$ cat src/design/bsp_pkg.sv
// Shared types and constants for the bencode stream parser.
// No dependencies; imported by bsp_core, bsp_out_buf and bencode_stream_parser.
package bsp_pkg;

    localparam int MAX_DEPTH_DEF = 32;
    localparam int DEPTH_W       = 6;
    localparam int VALUE_W       = 32;
    localparam int BYTE_W        = 8;

    typedef enum logic [3:0] {
        EV_BUSY      = 4'd0,
        EV_STR_START = 4'd1,
        EV_STR_BYTE  = 4'd2,
        EV_INT       = 4'd3,
        EV_LIST      = 4'd4,
        EV_DICT      = 4'd5,
        EV_CLOSE     = 4'd6,
        EV_END       = 4'd7,
        EV_ERROR     = 4'd8
    } t_event;

    typedef struct packed {
        t_event               ev;
        logic [VALUE_W-1:0]   value;
        logic [BYTE_W-1:0]    data_byte;
        logic [DEPTH_W-1:0]   depth;
        logic                 is_key;
        logic                 str_last;
    } t_result;

endpackage

$ cat src/design/bsp_core.sv
// Tokenizer core: parse state, number accumulator, nesting stack and event decode.
// Depends on bsp_pkg.
module bsp_core
    import bsp_pkg::*;
#(
    parameter int MAX_DEPTH = MAX_DEPTH_DEF
) (
    input  logic              i_clk,
    input  logic              i_rst_n,
    input  logic              i_accept,
    input  logic [BYTE_W-1:0] i_byte,
    output t_result           o_result
);

    localparam int PTR_W = $clog2(MAX_DEPTH + 1);
    localparam int AW    = (MAX_DEPTH > 1) ? $clog2(MAX_DEPTH) : 1;

    localparam logic [BYTE_W-1:0] CH_COLON = 8'h3A;
    localparam logic [BYTE_W-1:0] CH_E     = 8'h65;
    localparam logic [BYTE_W-1:0] CH_I     = 8'h69;
    localparam logic [BYTE_W-1:0] CH_L     = 8'h6C;
    localparam logic [BYTE_W-1:0] CH_D     = 8'h64;
    localparam logic [BYTE_W-1:0] CH_0     = 8'h30;
    localparam logic [BYTE_W-1:0] CH_9     = 8'h39;

    typedef enum logic [5:0] {
        M_ITEM    = 6'b000001,
        M_STRLEN  = 6'b000010,
        M_STRDATA = 6'b000100,
        M_INT     = 6'b001000,
        M_DONE    = 6'b010000,
        M_ERROR   = 6'b100000
    } t_mode;

    // stack entry: bit 0 dict, bit 1 key expected
    logic [1:0]          mem [MAX_DEPTH];

    t_mode               r_mode, n_mode;
    logic [VALUE_W-1:0]  r_acc, n_acc;
    logic [VALUE_W-1:0]  r_rem, n_rem;
    logic [PTR_W-1:0]    r_ptr, n_ptr;
    logic                r_top_dict, n_top_dict;
    logic                r_top_key, n_top_key;
    logic [1:0]          r_below;

    logic                is_digit;
    logic [3:0]          dval;
    logic [VALUE_W-1:0]  acc10;
    logic                pop_dict, pop_key;
    logic                mem_we;
    logic [AW-1:0]       mem_waddr, mem_raddr;
    logic [1:0]          mem_wdata;
    logic [PTR_W-1:0]    rd_ptr;
    t_result             res;

    assign is_digit = (i_byte >= CH_0) && (i_byte <= CH_9);
    assign dval     = 4'(i_byte - CH_0);
    assign acc10    = {r_acc[VALUE_W-4:0], 3'b000} + {r_acc[VALUE_W-2:0], 1'b0}
                    + VALUE_W'(dval);

    assign pop_dict = (r_ptr == PTR_W'(1)) ? 1'b0 : r_below[0];
    assign pop_key  = (r_ptr == PTR_W'(1)) ? 1'b0 : r_below[1];

    always_comb begin
        n_mode     = r_mode;
        n_acc      = r_acc;
        n_rem      = r_rem;
        n_ptr      = r_ptr;
        n_top_dict = r_top_dict;
        n_top_key  = r_top_key;
        mem_we     = 1'b0;
        mem_wdata  = {r_top_key, r_top_dict};
        mem_waddr  = AW'(r_ptr - PTR_W'(1));
        res        = '0;
        res.ev     = EV_BUSY;

        case (r_mode)
            M_ITEM: begin
                if (is_digit) begin
                    n_acc  = VALUE_W'(dval);
                    n_mode = M_STRLEN;
                end else if (i_byte == CH_E) begin
                    if (r_ptr == '0) begin
                        n_mode = M_DONE;
                        res.ev = EV_END;
                    end else if (r_top_dict && !r_top_key) begin
                        n_mode = M_ERROR;
                        res.ev = EV_ERROR;
                    end else begin
                        n_ptr      = r_ptr - PTR_W'(1);
                        n_top_dict = pop_dict;
                        n_top_key  = pop_dict ? ~pop_key : pop_key;
                        res.ev     = EV_CLOSE;
                    end
                end else if (r_top_dict && r_top_key) begin
                    n_mode = M_ERROR;
                    res.ev = EV_ERROR;
                end else if (i_byte == CH_I) begin
                    n_acc  = '0;
                    n_mode = M_INT;
                end else if (i_byte == CH_L || i_byte == CH_D) begin
                    if (r_ptr >= PTR_W'(MAX_DEPTH)) begin
                        n_mode = M_ERROR;
                        res.ev = EV_ERROR;
                    end else begin
                        mem_we     = (r_ptr != '0);
                        n_ptr      = r_ptr + PTR_W'(1);
                        n_top_dict = (i_byte == CH_D);
                        n_top_key  = (i_byte == CH_D);
                        res.ev     = (i_byte == CH_D) ? EV_DICT : EV_LIST;
                    end
                end else begin
                    n_mode = M_ERROR;
                    res.ev = EV_ERROR;
                end
            end
            M_STRLEN: begin
                if (is_digit) begin
                    n_acc = acc10;
                end else if (i_byte == CH_COLON) begin
                    n_rem      = r_acc;
                    res.ev     = EV_STR_START;
                    res.value  = r_acc;
                    res.is_key = r_top_key;
                    if (r_acc == '0) begin
                        res.str_last = 1'b1;
                        n_mode       = M_ITEM;
                        if (r_top_dict) begin
                            n_top_key = ~r_top_key;
                        end
                    end else begin
                        n_mode = M_STRDATA;
                    end
                end else begin
                    n_mode = M_ERROR;
                    res.ev = EV_ERROR;
                end
            end
            M_STRDATA: begin
                res.ev        = EV_STR_BYTE;
                res.data_byte = i_byte;
                res.is_key    = r_top_key;
                n_rem         = r_rem - VALUE_W'(1);
                if (r_rem == VALUE_W'(1)) begin
                    res.str_last = 1'b1;
                    n_mode       = M_ITEM;
                    if (r_top_dict) begin
                        n_top_key = ~r_top_key;
                    end
                end
            end
            M_INT: begin
                if (is_digit) begin
                    n_acc = acc10;
                end else if (i_byte == CH_E) begin
                    res.ev    = EV_INT;
                    res.value = r_acc;
                    n_mode    = M_ITEM;
                    if (r_top_dict) begin
                        n_top_key = ~r_top_key;
                    end
                end else begin
                    n_mode = M_ERROR;
                    res.ev = EV_ERROR;
                end
            end
            M_DONE: begin
                res.ev = EV_END;
            end
            default: begin
                n_mode = M_ERROR;
                res.ev = EV_ERROR;
            end
        endcase

        res.depth = DEPTH_W'(n_ptr);
    end

    assign o_result = res;

    // prefetch the entry below the top of stack for the next byte
    assign rd_ptr    = i_accept ? n_ptr : r_ptr;
    assign mem_raddr = (rd_ptr >= PTR_W'(2)) ? AW'(rd_ptr - PTR_W'(2)) : '0;

    always_ff @(posedge i_clk) begin
        if (i_accept && mem_we) begin
            mem[mem_waddr] <= mem_wdata;
        end
        if (i_accept && mem_we && (mem_waddr == mem_raddr)) begin
            r_below <= mem_wdata;
        end else begin
            r_below <= mem[mem_raddr];
        end
    end

    always_ff @(posedge i_clk) begin
        if (!i_rst_n) begin
            r_mode     <= M_ITEM;
            r_acc      <= '0;
            r_rem      <= '0;
            r_ptr      <= '0;
            r_top_dict <= 1'b0;
            r_top_key  <= 1'b0;
        end else if (i_accept) begin
            r_mode     <= n_mode;
            r_acc      <= n_acc;
            r_rem      <= n_rem;
            r_ptr      <= n_ptr;
            r_top_dict <= n_top_dict;
            r_top_key  <= n_top_key;
        end
    end

endmodule

$ cat src/design/bsp_out_buf.sv
// Result register with skid stage between the tokenizer core and the output stream.
// Depends on bsp_pkg.
module bsp_out_buf
    import bsp_pkg::*;
(
    input  logic    i_clk,
    input  logic    i_rst_n,
    input  logic    i_valid,
    output logic    o_ready,
    input  t_result i_result,
    output logic    o_valid,
    input  logic    i_ready,
    output t_result o_result
);

    logic    r_main_valid;
    logic    r_skid_valid;
    t_result r_main;
    t_result r_skid;

    assign o_ready  = !r_skid_valid;
    assign o_valid  = r_main_valid;
    assign o_result = r_main;

    always_ff @(posedge i_clk) begin
        if (!i_rst_n) begin
            r_main_valid <= 1'b0;
            r_skid_valid <= 1'b0;
        end else if (r_skid_valid) begin
            if (i_ready) begin
                r_skid_valid <= 1'b0;
            end
        end else if (i_valid) begin
            if (!r_main_valid || i_ready) begin
                r_main_valid <= 1'b1;
            end else begin
                r_skid_valid <= 1'b1;
            end
        end else if (i_ready) begin
            r_main_valid <= 1'b0;
        end
    end

    always_ff @(posedge i_clk) begin
        if (r_skid_valid) begin
            if (i_ready) begin
                r_main <= r_skid;
            end
        end else if (i_valid) begin
            if (!r_main_valid || i_ready) begin
                r_main <= i_result;
            end else begin
                r_skid <= i_result;
            end
        end
    end

endmodule

$ cat src/design/bencode_stream_parser.sv
// Top level of the bencode stream parser: tokenizer core plus output buffer.
// Depends on bsp_pkg, bsp_core and bsp_out_buf.
//
// One byte in, one token event out. The parser takes a byte in every cycle while
// input is not held off and returns its event through a result register backed
// by a skid stage, so a stalled output holds at most two events before input is
// held off. Throughput is likewise one byte per cycle, set by the parse state, the
// times-ten accumulator and the cached stack top updating together per byte. The
// stack lives in a MAX_DEPTH-entry memory with no clearing pass; entries below the
// top are prefetched ahead of the next byte so consecutive closes run at full rate.
// Errors are sticky and a close at top level ends the stream; reset restarts it.
module bencode_stream_parser
    import bsp_pkg::*;
#(
    parameter int MAX_DEPTH = MAX_DEPTH_DEF
) (
    input  logic        i_clk,
    input  logic        i_rst_n,
    input  logic        i_s_axis_tvalid,
    output logic        o_s_axis_tready,
    input  logic [7:0]  i_s_axis_tdata,   // [7:0] byte_in
    output logic        o_m_axis_tvalid,
    input  logic        i_m_axis_tready,
    output logic [47:0] o_m_axis_tdata,   // [31:0] value, [39:32] data_byte, [45:40] depth
    output logic [4:0]  o_m_axis_tuser,   // [3:0] event_res, [4] is_key
    output logic        o_m_axis_tlast    // string_last
);

    logic    accept;
    t_result core_res;
    t_result out_res;

    assign accept = i_s_axis_tvalid && o_s_axis_tready;

    bsp_core #(
        .MAX_DEPTH (MAX_DEPTH)
    ) u_core (
        .i_clk    (i_clk),
        .i_rst_n  (i_rst_n),
        .i_accept (accept),
        .i_byte   (i_s_axis_tdata),
        .o_result (core_res)
    );

    bsp_out_buf u_out_buf (
        .i_clk    (i_clk),
        .i_rst_n  (i_rst_n),
        .i_valid  (i_s_axis_tvalid),
        .o_ready  (o_s_axis_tready),
        .i_result (core_res),
        .o_valid  (o_m_axis_tvalid),
        .i_ready  (i_m_axis_tready),
        .o_result (out_res)
    );

    assign o_m_axis_tdata = {2'b00, out_res.depth, out_res.data_byte, out_res.value};
    assign o_m_axis_tuser = {out_res.is_key, out_res.ev};
    assign o_m_axis_tlast = out_res.str_last;

endmodule
$ cat config.mk
export PLATFORM = sky130hd
export DESIGN_NAME = bencode_stream_parser
export DESIGN_NICKNAME = d
export VERILOG_FILES = /design/src/design/bsp_pkg.sv /design/src/design/bsp_core.sv /design/src/design/bsp_out_buf.sv /design/src/design/bencode_stream_parser.sv
export SDC_FILE = /design/constraint.sdc
export NUM_CORES = 1
export LEC_CHECK = 0
export BUFFER_PORTS_ARGS = -buffer_cell sky130_fd_sc_hd__buf_2
export CORE_MARGIN = 3
export CORE_UTILIZATION = 62
export DETAILED_ROUTE_END_ITERATION = 10
export PLACE_DENSITY_LB_ADDON = 0.08
export SETUP_SLACK_MARGIN = 0.2
export SKIP_CTS_REPAIR_TIMING = 1
export SLEW_MARGIN = 30
export SYNTH_ARGS = -nofsm -noshare
export SYNTH_HDL_FRONTEND = slang
export SYNTH_SLANG_ARGS = --single-unit
export TNS_END_PERCENT = 10
$ cat constraint.sdc
create_clock -name i_clk -period 4.5 [get_ports i_clk]
set_input_delay 0.9 -clock i_clk [delete_from_list [all_inputs] [get_ports i_clk]]
set_output_delay 0.9 -clock i_clk [all_outputs]
set_load 0.01 [all_outputs]
==> impl_metrics.py, run 1 <==
metrics = {
    "sta": {
        "report.final.setup_viol": 0,
        "slew_violations": 0,
        "headroom_to_the_max_slew_limit_pct": 48.1,
        "period_share_pct": 79.2,
        "max_freq_mhz": 280,
        "tightest_slew_ps": 776,
        "period_minus_slack_ps": 3570,
        "hold_viol": 0,
        "finalSetupTns_ps": 0,
        "unrepaired_setup_endpoints_after_global_routing": "no",
        "timing.clock.skew_ps": 21.1,
    },
    "floorplanning": {
        "boundaryPins": 68,
        "die_ar_um2": 23800,
        "fp.coreArea_um2": 21300,
        "initial_utilization_pct": 64.1,
        "num_rows": 53,
        "die_y_um": 154,
        "die_width_um": 154,
    },
    "logic_synthesis": {
        "post_synthesis_register_bit_count": 253,
        "synth.yosys.warnings": 0,
        "number_of_synthesized_flops_with_an_enable_pin": 168,
        "avgSynthCellArea_um2": 10.8,
        "seq_area_frac_synth_pct": 49.5,
        "mappedNetlistArea_um2": 13600,
        "async_flop_share_pct": 0,
        "synth_top_cells_by_area": "sky130_fd_sc_hd__edfxtp_1 37%, sky130_fd_sc_hd__dfxtp_1 12%, sky130_fd_sc_hd__ha_1 6.2%",
        "post-synth-top-area-fraction_pct": 37.0,
        "top_reg_cell_synth": "sky130_fd_sc_hd__edfxtp_1",
        "synthDominantAreaCellType": "sky130_fd_sc_hd__edfxtp_1",
        "synthCells": 1263,
        "synth.distinct_cells": 84,
    },
    "cts": {
        "cts_tree": "yes",
        "cts_buffers": 26,
        "ctsHtreeMaxLevel": 1,
        "tritoncts_num_sinks": 253,
        "root_buffer": "sky130_fd_sc_hd__clkbuf_16",
        "clkSlewWorstSetupHoldPaths_ps": 60,
        "worst_skew_pair.late_latency_ps": 540,
        "clk_path_buf_depth": 3,
    },
    "min_path": {
        "hold_depth": 2,
        "hold_path_startpoint": "u_core.r_rem[17]$_SDFFE_PN0P_",
        "worst_hold_path_type": "register to register",
        "hold_end": "u_core.r_rem[17]$_SDFFE_PN0P_",
    },
    "setup_path": {
        "path_delay_family": "compound AO/OA/AOI/OAI gates",
        "critical_path_buf_inv_count": 2,
        "worst-path-max-fanout": 10,
        "critPathRequiredTime_ps": 4970,
        "cp_cell_sequence": "buf_2 > fa_1 > inv_1 > fa_1 > nor2b_1 > o31a_1 > o22ai_1 > o221a_2 > a21o_1 > o32ai_2 > mux2_2 > o21ai_1",
        "critical_path.reg2reg.endpoint": "u_core.r_acc[28]$_SDFFE_PN0P_",
        "worst-r2r-cell-count": 11,
        "regToRegStartpoint": "u_core.r_acc[0]$_SDFFE_PN0P_",
        "critPathSlowestCell": "sky130_fd_sc_hd__fa_1",
        "critical_path.startpoint_type": "input port",
        "max_stage_delay_ps": 580,
        "timing.reg2reg.setup_slack_ps": 1080,
        "timing.critical_path.mode_cell": "sky130_fd_sc_hd__fa_1",
        "worst_ep_arrival_ps": 4030,
        "critical_path.endpoint_type": "register",
        "worst_setup_path_type": "input port to register",
    },
    "power_and_ir_drop": {
        "total_leakage_power_nw": 5.89,
        "power.ir.vdd_worst_uv": 373,
        "power_per_cell_area_nw_per_um2": 325,
    },
    "job": {
        "max_cap_viol_count": 0,
    },
    "layout": {
        "nFillCells": 1561,
        "drive_above_1_share_pct": 17.2,
        "syn2layout_area_growth_pct": 10.7,
        "antenna-diode-count": 0,
        "fin_nets": 1402,
        "final_core_util_pct": 70.9,
    },
    "drt": {
        "routed_wire_length_per_instance_um": 20.5,
        "met3_length_mm": 1.66,
        "drcViolationCount": 1,
        "highest-signal-layer": "met4",
        "drt-initial-drc-count": 919,
        "detailedRoute.firstPassIterationCount": 9,
        "met2_wirelength_mm": 16.2,
        "vias": 10300,
        "post_dr_vias_cell": 6.38,
        "met1Wirelength_mm": 14.2,
        "antenna_violating_nets_post_route": 0,
        "wirelength_mm": 33.2,
    },
    "global_route": {
        "antenna_found_initial": 0,
        "grt_pass1_wl_mm": 53.0,
        "grt_pass1_vias": 9901,
        "globalRouteOverflowTotal": 0,
        "grt_start_max_net_pins": 55,
        "globalRouteTotalUtil_pct": 27.3,
    },
    "placement": {
        "global_placement_routability_congestion": 0.910,
        "numPortBuffers": 65,
        "post-dp-hpwl_mm": 23.1,
    },
    "run_status": {
        "status": "finished with violations",
        "violations": "DRC",
    },
}
[layout by cell type (no fill, tap or decap), drive strengths merged, types with 6 or more instances in the layout]
master  synthesis  layout
or3             8       8
nor2b          25      25
and2           54      54
mux2i          12      12
inv            26      26
clkinv          1      12
xnor2          18      18
mux4           19      19
o21bai          9       9
buf            13      86
nand3b          6       6
nand2          69      69
nand3          36      36
a22oi          14      14
nand2b         12      12
mux2           55      55
xor2            9       9
o21ai          69      69
o22ai           8       8
clkbuf         45      32
o21a            7       7
nor2          122     122
a31oi          11      11
and3           11      11
a21oi          94      94
dfxtp          85      85
nand4           8       8
o211ai          8       8
nor4           23      23
ha             68      68
edfxtp        168     168
nor3b           8       8
nor3           39      39
a21o           15      15
[cell families (layout without fill, tap and decap cells)]
logic type / Yosys count / count (layout) / synth area share, %
simple gates: 443 / 443 / 17.2
xor+xnor: 27 / 27 / 1.73
buf+inv: 85 / 161 / 2.47
compound gates: 298 / 298 / 14.0
fa+ha+maj: 70 / 70 / 6.53
mux: 86 / 86 / 8.56
other cells: 1 / 2 / 0.0275
flops: 253 / 253 / 49.5
[worst reg2reg max path, stage by stage, from the launching register on]
cell                      delay [ps]
sky130_fd_sc_hd__dfxtp_1         410
sky130_fd_sc_hd__fa_1            570
sky130_fd_sc_hd__inv_1            70
sky130_fd_sc_hd__fa_1            440
sky130_fd_sc_hd__nor2b_1         210
sky130_fd_sc_hd__o31a_1          190
sky130_fd_sc_hd__o22ai_1         130
sky130_fd_sc_hd__o221a_2         280
sky130_fd_sc_hd__a21o_1          210
sky130_fd_sc_hd__o32ai_2         390
sky130_fd_sc_hd__mux2_2          380
sky130_fd_sc_hd__o21ai_1          70
[area by class of cell]
type	count	area [um2]	share of cell area, %
Timing Repair Buffer	86	483	3.20
Clock buffer	32	704	4.66
Inverter	27	101	0.671
Clock inverter	16	156	1.04
Sequential cell	253	6750	44.7
Tap cell	275	344	2.28
Multi-Input combinational cell	926	6570	43.5
[per-layer routing]
metal | up-vias | global-route usage (%)
met4 | 0 | 8.49
met3 | 82 | 3.50
met5 | - | 0
li1 | 4890 | -
met1 | 5010 | 37.4
met2 | 323 | 45.7
[how the worst max path moves through the flow]
stage,slack [ps],endpoint,from,cells past startpoint
6_report,930,u_core.r_acc[28]$_SDFFE_PN0P_,i_s_axis_tdata[3],12
5_1_grt,770,u_core.r_acc[28]$_SDFFE_PN0P_,i_s_axis_tdata[3],12
4_1_cts,960,u_core.r_acc[28]$_SDFFE_PN0P_,i_s_axis_tdata[3],12
3_5_place_dp,420,u_core.r_acc[28]$_SDFFE_PN0P_,i_s_axis_tdata[3],12
3_3_place_gp,520,u_core.r_acc[28]$_SDFFE_PN0P_,i_s_axis_tdata[3],12
2_1_floorplan,830,u_core.r_acc[28]$_SDFFE_PN0P_,i_s_axis_tdata[3],11
[cell usage after synthesis (all sizes together), types with 23 or more instances]
| master | instances |
|---|---|
| nor2b | 25 |
| o21ai | 69 |
| nand3 | 36 |
| dfxtp | 85 |
| mux2 | 55 |
| nor4 | 23 |
| edfxtp | 168 |
| nor3 | 39 |
| nand2 | 69 |
| nor2 | 122 |
| inv | 26 |
| a21oi | 94 |
| ha | 68 |
| clkbuf | 45 |
| and2 | 54 |
[stage by stage]
step / hold slack (ps) / power, mW / cell area (um2) / cells / worst slack (ps)
CTS: 494 / 4.93 / 15100 / 1615 / 964
finish: 493 / 4.91 / 15100 / 1615 / 934
global route: 502 / 5.03 / 15100 / 1615 / 769
global placement: 464 / 2.76 / 14200 / 1567 / 521
floorplan: 447 / 2.69 / 13600 / 1264 / 832
detailed placement: 480 / 2.76 / 14200 / 1567 / 421
[report_power, final]
part | internal, mW | total (mW) | switching, mW | leakage, nW
Combinational | 0.0660 | 0.190 | 0.124 | 3.13
Clock | 1.28 | 2.19 | 0.910 | 0.423
Sequential | 2.51 | 2.52 | 0.0158 | 2.33
[registers in the layout, summed over array words and instances (netlist names), named ones only]
| signal | cells |
|---|---|
| u_core.r_mode | 6 |
| u_out_buf.o_result | 52 |
| u_out_buf.r_skid | 52 |
| u_core.r_top_key | 1 |
| u_out_buf.o_valid | 1 |
| u_out_buf.r_skid_valid | 1 |
| u_core.mem | 64 |
| u_core.r_ptr | 6 |
| u_core.r_top_dict | 1 |
| u_core.r_rem | 32 |
| u_core.r_acc | 32 |
(Power assumes the default switching activity.)
==> run 2: changes to the inputs <==
ABC_AREA = 1   (was not set)
clock period = 3.54 ns   (was 4.5 ns; I/O delays follow)
==> run 2 against run 1 <==
Against the previous run:
- the flow now finishes without violations
- sequential share of layout area down 1.7 points
- sequential power up 30%
- cell count up 32%
- area after synthesis up 4.9%
- sequential cell count unchanged
- wire length up 9.9%
- critical path type is now register to register
- largest cell class unchanged
- highest routed layer unchanged
==> impl_metrics.py, run 2 <==
metrics = {
    "cts": {
        "tritoncts_num_sinks": 253,
        "cts_tree": "yes",
        "clk_path_buf_depth": 3,
        "worst_skew_pair.late_latency_ps": 540,
        "root_buffer": "sky130_fd_sc_hd__clkbuf_16",
        "cts_buffers": 26,
        "ctsHtreeMaxLevel": 1,
        "clkSlewWorstSetupHoldPaths_ps": 70,
    },
    "sta": {
        "report.final.setup_viol": 0,
        "timing.clock.skew_ps": 17.3,
        "headroom_to_the_max_slew_limit_pct": 40.8,
        "finalSetupTns_ps": 0,
        "slew_violations": 0,
        "period_minus_slack_ps": 2800,
        "max_freq_mhz": 357,
        "period_share_pct": 79.1,
        "finalHoldWorstSlack_ps": 476,
        "unrepaired_setup_endpoints_after_global_routing": "no",
        "hold_viol": 0,
        "timing.final.ws_setup_ps": 738,
        "tightest_slew_ps": 883,
    },
    "setup_path": {
        "critPathRequiredTime_ps": 3950,
        "cp_cell_sequence": "fa_1 > ha_1 > nand2_1 > o21ai_0 > a21oi_1 > or3_1 > nand3_1 > nand2_1 > nand3_1 > a21oi_1",
        "worst_setup_path_type": "register to register",
        "critPathSlowestCell": "sky130_fd_sc_hd__dfxtp_1",
        "worst-path-max-fanout": 6,
        "critical_path.endpoint_type": "register",
        "critical_path_buf_inv_count": 0,
        "critical_path.startpoint_type": "register",
        "path_delay_family": "adder cells",
        "max_stage_delay_ps": 490,
        "worst_ep_arrival_ps": 3210,
    },
    "logic_synthesis": {
        "seq_area_frac_synth_pct": 47.2,
        "post_synthesis_register_bit_count": 253,
        "number_of_synthesized_flops_with_an_enable_pin": 168,
        "synth_top_cells_by_area": "sky130_fd_sc_hd__edfxtp_1 35%, sky130_fd_sc_hd__dfxtp_1 12%, sky130_fd_sc_hd__nand2_1 11%",
        "synthCells": 1783,
        "post-synth-top-area-fraction_pct": 35.3,
        "avgSynthCellArea_um2": 8.02,
        "synth.distinct_cells": 58,
        "dominant_cell_by_count_in_the_synthesized_netlist": "sky130_fd_sc_hd__nand2_1",
        "synth.yosys.warnings": 0,
        "mappedNetlistArea_um2": 14300,
        "top_reg_cell_synth": "sky130_fd_sc_hd__edfxtp_1",
        "synthDominantAreaCellType": "sky130_fd_sc_hd__edfxtp_1",
        "async_flop_share_pct": 0,
        "synth_common_cells": "409 x sky130_fd_sc_hd__nand2_1, 284 x sky130_fd_sc_hd__nor2_1, 168 x sky130_fd_sc_hd__edfxtp_1, 148 x sky130_fd_sc_hd__inv_1, 121 x sky130_fd_sc_hd__nand3_1",
    },
    "floorplanning": {
        "die_y_um": 158,
        "initial_utilization_pct": 64.3,
        "die_ar_um2": 24900,
        "boundaryPins": 68,
        "die_width_um": 158,
        "fp.coreArea_um2": 22200,
        "num_rows": 54,
    },
    "power_and_ir_drop": {
        "power_per_cell_area_nw_per_um2": 424,
        "total_leakage_power_nw": 6.66,
        "power.ir.vdd_worst_uv": 347,
    },
    "placement": {
        "numPortBuffers": 65,
        "post-dp-hpwl_mm": 26.5,
        "dp_cells": 2091,
        "place_ws_ps": 317,
        "global_placement_routability_congestion": 0.980,
    },
    "layout": {
        "syn2layout_area_growth_pct": 9.91,
        "layout_commonest_cell": "sky130_fd_sc_hd__nand2_1",
        "fin_nets": 1921,
        "final-instance-count-excl-fill": 2139,
        "top_register": "u_core.mem",
        "drive_above_1_share_pct": 10.1,
        "largest_reg_flops": 64,
        "layout.cells.most_common_list": "409 x sky130_fd_sc_hd__nand2_1, 282 x sky130_fd_sc_hd__nor2_1, 168 x sky130_fd_sc_hd__edfxtp_1, 146 x sky130_fd_sc_hd__inv_1, 121 x sky130_fd_sc_hd__nand3_1",
        "antenna-diode-count": 0,
    },
    "drt": {
        "drt-initial-drc-count": 1166,
        "vias": 12200,
        "wirelength_mm": 36.5,
        "detailedRoute.firstPassIterationCount": 5,
        "routed_wire_length_per_instance_um": 17.0,
        "antenna_violating_nets_post_route": 0,
        "drcViolationCount": 0,
        "post_dr_vias_cell": 5.71,
    },
    "job": {
        "max_cap_viol_count": 0,
    },
    "global_route": {
        "antenna_found_initial": 0,
        "globalRouteTotalUtil_pct": 29.0,
        "globalRouteOverflowTotal": 0,
        "grt_start_max_net_pins": 57,
        "grt_pass1_wl_mm": 58.1,
        "grt_pass1_vias": 11700,
    },
    "run_status": {
        "status": "finished, final reports clean",
    },
    "min_path": {
        "worst_hold_path_type": "register to register",
    },
}
==> run 2: logic make-up (layout without fill, tap and decap cells) <==
logic type,Yosys count,in the layout,share of synthesized area [%]
simple gates,946,946,28.5
compound gates,257,257,9.94
flops,253,253,47.2
buf+inv,226,301,6.27
fa+ha+maj,70,70,6.23
xor+xnor,29,29,1.78
other cells,1,2,0.0262
mux,1,1,0.0700
==> run 2: worst paths after layout <==
path         slack [ps]  depth (start not counted)                          start                            end
max                 740                         10   u_core.r_acc[0]$_SDFFE_PN0P_  u_core.r_acc[25]$_SDFFE_PN0P_
min                 480                          1  u_core.r_rem[10]$_SDFFE_PN0P_  u_core.r_rem[10]$_SDFFE_PN0P_
max reg2reg         740                         10   u_core.r_acc[0]$_SDFFE_PN0P_  u_core.r_acc[25]$_SDFFE_PN0P_
min reg2reg         480                          1  u_core.r_rem[10]$_SDFFE_PN0P_  u_core.r_rem[10]$_SDFFE_PN0P_
==> run 2: worst reg2reg max path, stage by stage, from the launching register on <==
cell and delay [ps]:
sky130_fd_sc_hd__dfxtp_1 490, sky130_fd_sc_hd__fa_1 490, sky130_fd_sc_hd__ha_1 300, sky130_fd_sc_hd__nand2_1 60
sky130_fd_sc_hd__o21ai_0 440, sky130_fd_sc_hd__a21oi_1 220, sky130_fd_sc_hd__or3_1 380, sky130_fd_sc_hd__nand3_1 90
sky130_fd_sc_hd__nand2_1 50, sky130_fd_sc_hd__nand3_1 70, sky130_fd_sc_hd__a21oi_1 60
==> run 2: cell type report <==
cell class | instances | area [um2]
Multi-Input combinational cell | 1305 | 6680
Inverter | 165 | 619
Clock inverter | 18 | 141
Sequential cell | 253 | 6750
Tap cell | 280 | 350
Fill cell | 1856 | 6510
Timing Repair Buffer | 88 | 510
Clock buffer | 30 | 666
==> run 2: metal layers <==
metal  share of wire (%)  GRT usage [%]  routed length, um
met1                  43           37.9              15800
met2                  49           51.2              18000
met3                 4.7           3.34               1730
met4                 2.7           8.47               1000
met5                   0              0                  0
==> run 2: metrics by stage <==
| step | instance area (um2) | util (%) | power (mW) |
|---|---|---|---|
| 2_1_floorplan | 14300 | - | 3.88 |
| 3_3_place_gp | 14900 | 67.1 | 4.10 |
| 3_5_place_dp | 14900 | 67.1 | 4.11 |
| 4_1_cts | 15700 | 70.7 | 6.69 |
| 5_1_grt | 15700 | 70.7 | 6.91 |
| 6_report | 15700 | 70.7 | 6.66 |
==> run 2: report_power, final <==
group          internal (mW)  leakage [nW]  switching (mW)  total, mW
clock                   1.43         0.383            1.16       2.60
sequential              3.24          2.32          0.0482       3.28
combinational          0.228          3.96           0.551      0.779
==> run 3: changes to the inputs <==
clock period = 2.8 ns   (was 3.54 ns; I/O delays follow)
==> run 3 against run 2 <==
Against the previous run:
- worst hold slack worse by 110 ps
- count of clock-buffer cells in the layout up 1
- clock skew shrank 5.5 ps
- non-clock buffer count up 49
- via count rose by 3.8%
- clock power is 53% higher
- register-to-register slack lost 550 ps
- largest power group unchanged
==> impl_metrics.py, run 3 (same netlist as run 2, synthesis figures left out) <==
metrics = {
    "power_and_ir_drop": {
        "seq_power_share_pct": 45.4,
        "power.combinational.fraction_pct": 11.1,
        "power.internal_mw": 6.89,
        "power_per_cell_area_nw_per_um2": 555,
        "p_clk_share_pct": 43.5,
        "report.power.total_mw": 9.16,
        "power.switching_fraction_pct": 24.8,
        "total_leakage_power_nw": 7.06,
        "power.ir.vdd_worst_uv": 565,
        "power.switching_mw": 2.27,
    },
    "cts": {
        "worst_skew_pair.late_latency_ps": 530,
        "ctsHtreeMaxLevel": 1,
        "clkSlewWorstSetupHoldPaths_ps": 70,
        "clk_path_buf_depth": 3,
        "tritoncts_num_sinks": 253,
        "cts_tree": "yes",
        "root_buffer": "sky130_fd_sc_hd__clkbuf_16",
        "cts_buffers": 27,
    },
    "global_route": {
        "globalRouteOverflowTotal": 0,
        "antenna_found_initial": 0,
        "grt_pass1_vias": 12100,
        "grt_pass1_wl_mm": 60.1,
        "grt_start_max_net_pins": 57,
        "globalRouteTotalUtil_pct": 29.9,
    },
    "setup_path": {
        "worst-r2r-cell-count": 13,
        "critical_path.endpoint_type": "register",
        "worst-path-max-fanout": 5,
        "critPathRequiredTime_ps": 3220,
        "critical_path.startpoint_type": "register",
        "worst_ep_arrival_ps": 3030,
        "worst_setup_path_type": "register to register",
    },
    "sta": {
        "report.final.setup_viol": 0,
        "slew_violations": 0,
        "headroom_to_the_max_slew_limit_pct": 49.5,
        "unrepaired_setup_endpoints_after_global_routing": "yes",
        "max_freq_mhz": 383,
        "hold_viol": 0,
        "tightest_slew_ps": 757,
        "period_minus_slack_ps": 2610,
        "timing.clock.skew_ps": 11.8,
        "period_share_pct": 93.2,
    },
    "layout": {
        "antenna-diode-count": 0,
        "syn2layout_area_growth_pct": 15.5,
        "largest_reg_flops": 64,
        "layout.cells.most_common_list": "402 x sky130_fd_sc_hd__nand2_1, 277 x sky130_fd_sc_hd__nor2_1, 168 x sky130_fd_sc_hd__edfxtp_1, 146 x sky130_fd_sc_hd__inv_1, 120 x sky130_fd_sc_hd__nand3_1",
        "layout_commonest_cell": "sky130_fd_sc_hd__nand2_1",
        "finalInstanceArea_um2": 16500,
        "drive_above_1_share_pct": 15.2,
        "register_area_um2": 6770,
        "top_register": "u_core.mem",
        "multiInputGateArea_um2": 6830,
        "nFillCells": 1720,
        "fin_nets": 1971,
    },
    "min_path": {
        "worst_hold_path_type": "input port to register",
        "hold_depth": 3,
    },
    "floorplanning": {
        "die_ar_um2": 24900,
        "die_width_um": 158,
        "fp.coreArea_um2": 22200,
        "boundaryPins": 68,
        "initial_utilization_pct": 64.3,
        "die_y_um": 158,
        "num_rows": 54,
    },
    "drt": {
        "vias": 12700,
        "drcViolationCount": 0,
        "antenna_violating_nets_post_route": 0,
        "drt-initial-drc-count": 1147,
        "wirelength_mm": 37.7,
        "routed_wire_length_per_instance_um": 17.2,
        "detailedRoute.firstPassIterationCount": 6,
        "post_dr_vias_cell": 5.79,
    },
    "placement": {
        "numPortBuffers": 65,
        "post-dp-hpwl_mm": 26.6,
        "global_placement_routability_congestion": 1.00,
        "dpl_cell_area_um2": 15300,
    },
    "run_status": {
        "status": "finished, final reports clean",
    },
    "job": {
        "max_cap_viol_count": 0,
    },
}
==> run 3: cell types whose count changed in the layout (fill, tap and decap cells not counted), sizes merged <==
cell	delta
buf	+49
bufinv	+6
clkinv	-6
inv	+2
clkbuf	+1
clkinvlp	-1
==> run 3: worst paths after layout <==
kind                                               startpoint                       endpoint  slack (ps)
worst min register to register  u_core.r_rem[22]$_SDFFE_PN0P_  u_core.r_rem[22]$_SDFFE_PN0P_         490
worst max-delay path             u_core.r_acc[2]$_SDFFE_PN0P_  u_core.r_acc[12]$_SDFFE_PN0P_         190
worst min-delay path                        i_s_axis_tdata[0]   u_core.r_acc[0]$_SDFFE_PN0P_         370
worst max register to register   u_core.r_acc[2]$_SDFFE_PN0P_  u_core.r_acc[12]$_SDFFE_PN0P_         190
==> run 3: critical path: stages (launching register included) <==
cell and delay [ps]:
sky130_fd_sc_hd__dfxtp_4 370, sky130_fd_sc_hd__ha_1 310, sky130_fd_sc_hd__ha_1 390, sky130_fd_sc_hd__a21oi_2 210, sky130_fd_sc_hd__nor2_1 70, sky130_fd_sc_hd__nor3_2 220, sky130_fd_sc_hd__inv_1 120, sky130_fd_sc_hd__nand2_1 90
sky130_fd_sc_hd__nand2_2 70, sky130_fd_sc_hd__buf_4 140, sky130_fd_sc_hd__buf_4 120, sky130_fd_sc_hd__or2_2 260, sky130_fd_sc_hd__nand3_1 80, sky130_fd_sc_hd__a21oi_1 50
==> run 3: per-stage QoR <==
| stage | cells | hold slack, ps | util [%] | TNS, ps | setup slack (ps) |
|---|---|---|---|---|---|
| final | 2190 | 366 | 74.3 | 0 | 191 |
| after detailed placement | 2136 | 464 | 68.8 | -1630 | -212 |
| after global routing | 2190 | 409 | 74.3 | 0 | 90.5 |
| after global placement | 2136 | 448 | 68.8 | -1070 | -153 |
| after floorplan | 1784 | 441 | - | -27.1 | -27.1 |
| after CTS | 2186 | 369 | 73.3 | 0 | 77.5 |
==> run 3: cell type report <==
cell class	instances	share of cell area, %
inverters	165	3.75
repair buffers	137	5.65
flip-flops and latches	253	41.0
clock inverters	19	1.79
multi-input cells	1305	41.4
clock buffers	31	4.30
well taps	280	2.12
==> run 3: power by group through the flow <==
stage	combinational [mW]	clock [mW]	sequential [mW]
after global placement	0.975	0	4.24
after floorplan	0.652	0	4.25
after detailed placement	0.993	0	4.24
after global routing	1.14	4.16	4.17
final	1.02	3.98	4.16
after CTS	1.00	4.02	4.16
==> run 3: layer usage <==
| layer | global-route usage, % | share of wire [%] | up-vias |
|---|---|---|---|
| met1 | 39.2 | 42 | 5969 |
| met2 | 52.5 | 50 | 437 |
| li1 | - | - | 6200 |
| met3 | 2.90 | 5.6 | 80 |
| met5 | 0 | 0 | - |
| met4 | 9.38 | 2.9 | 0 |
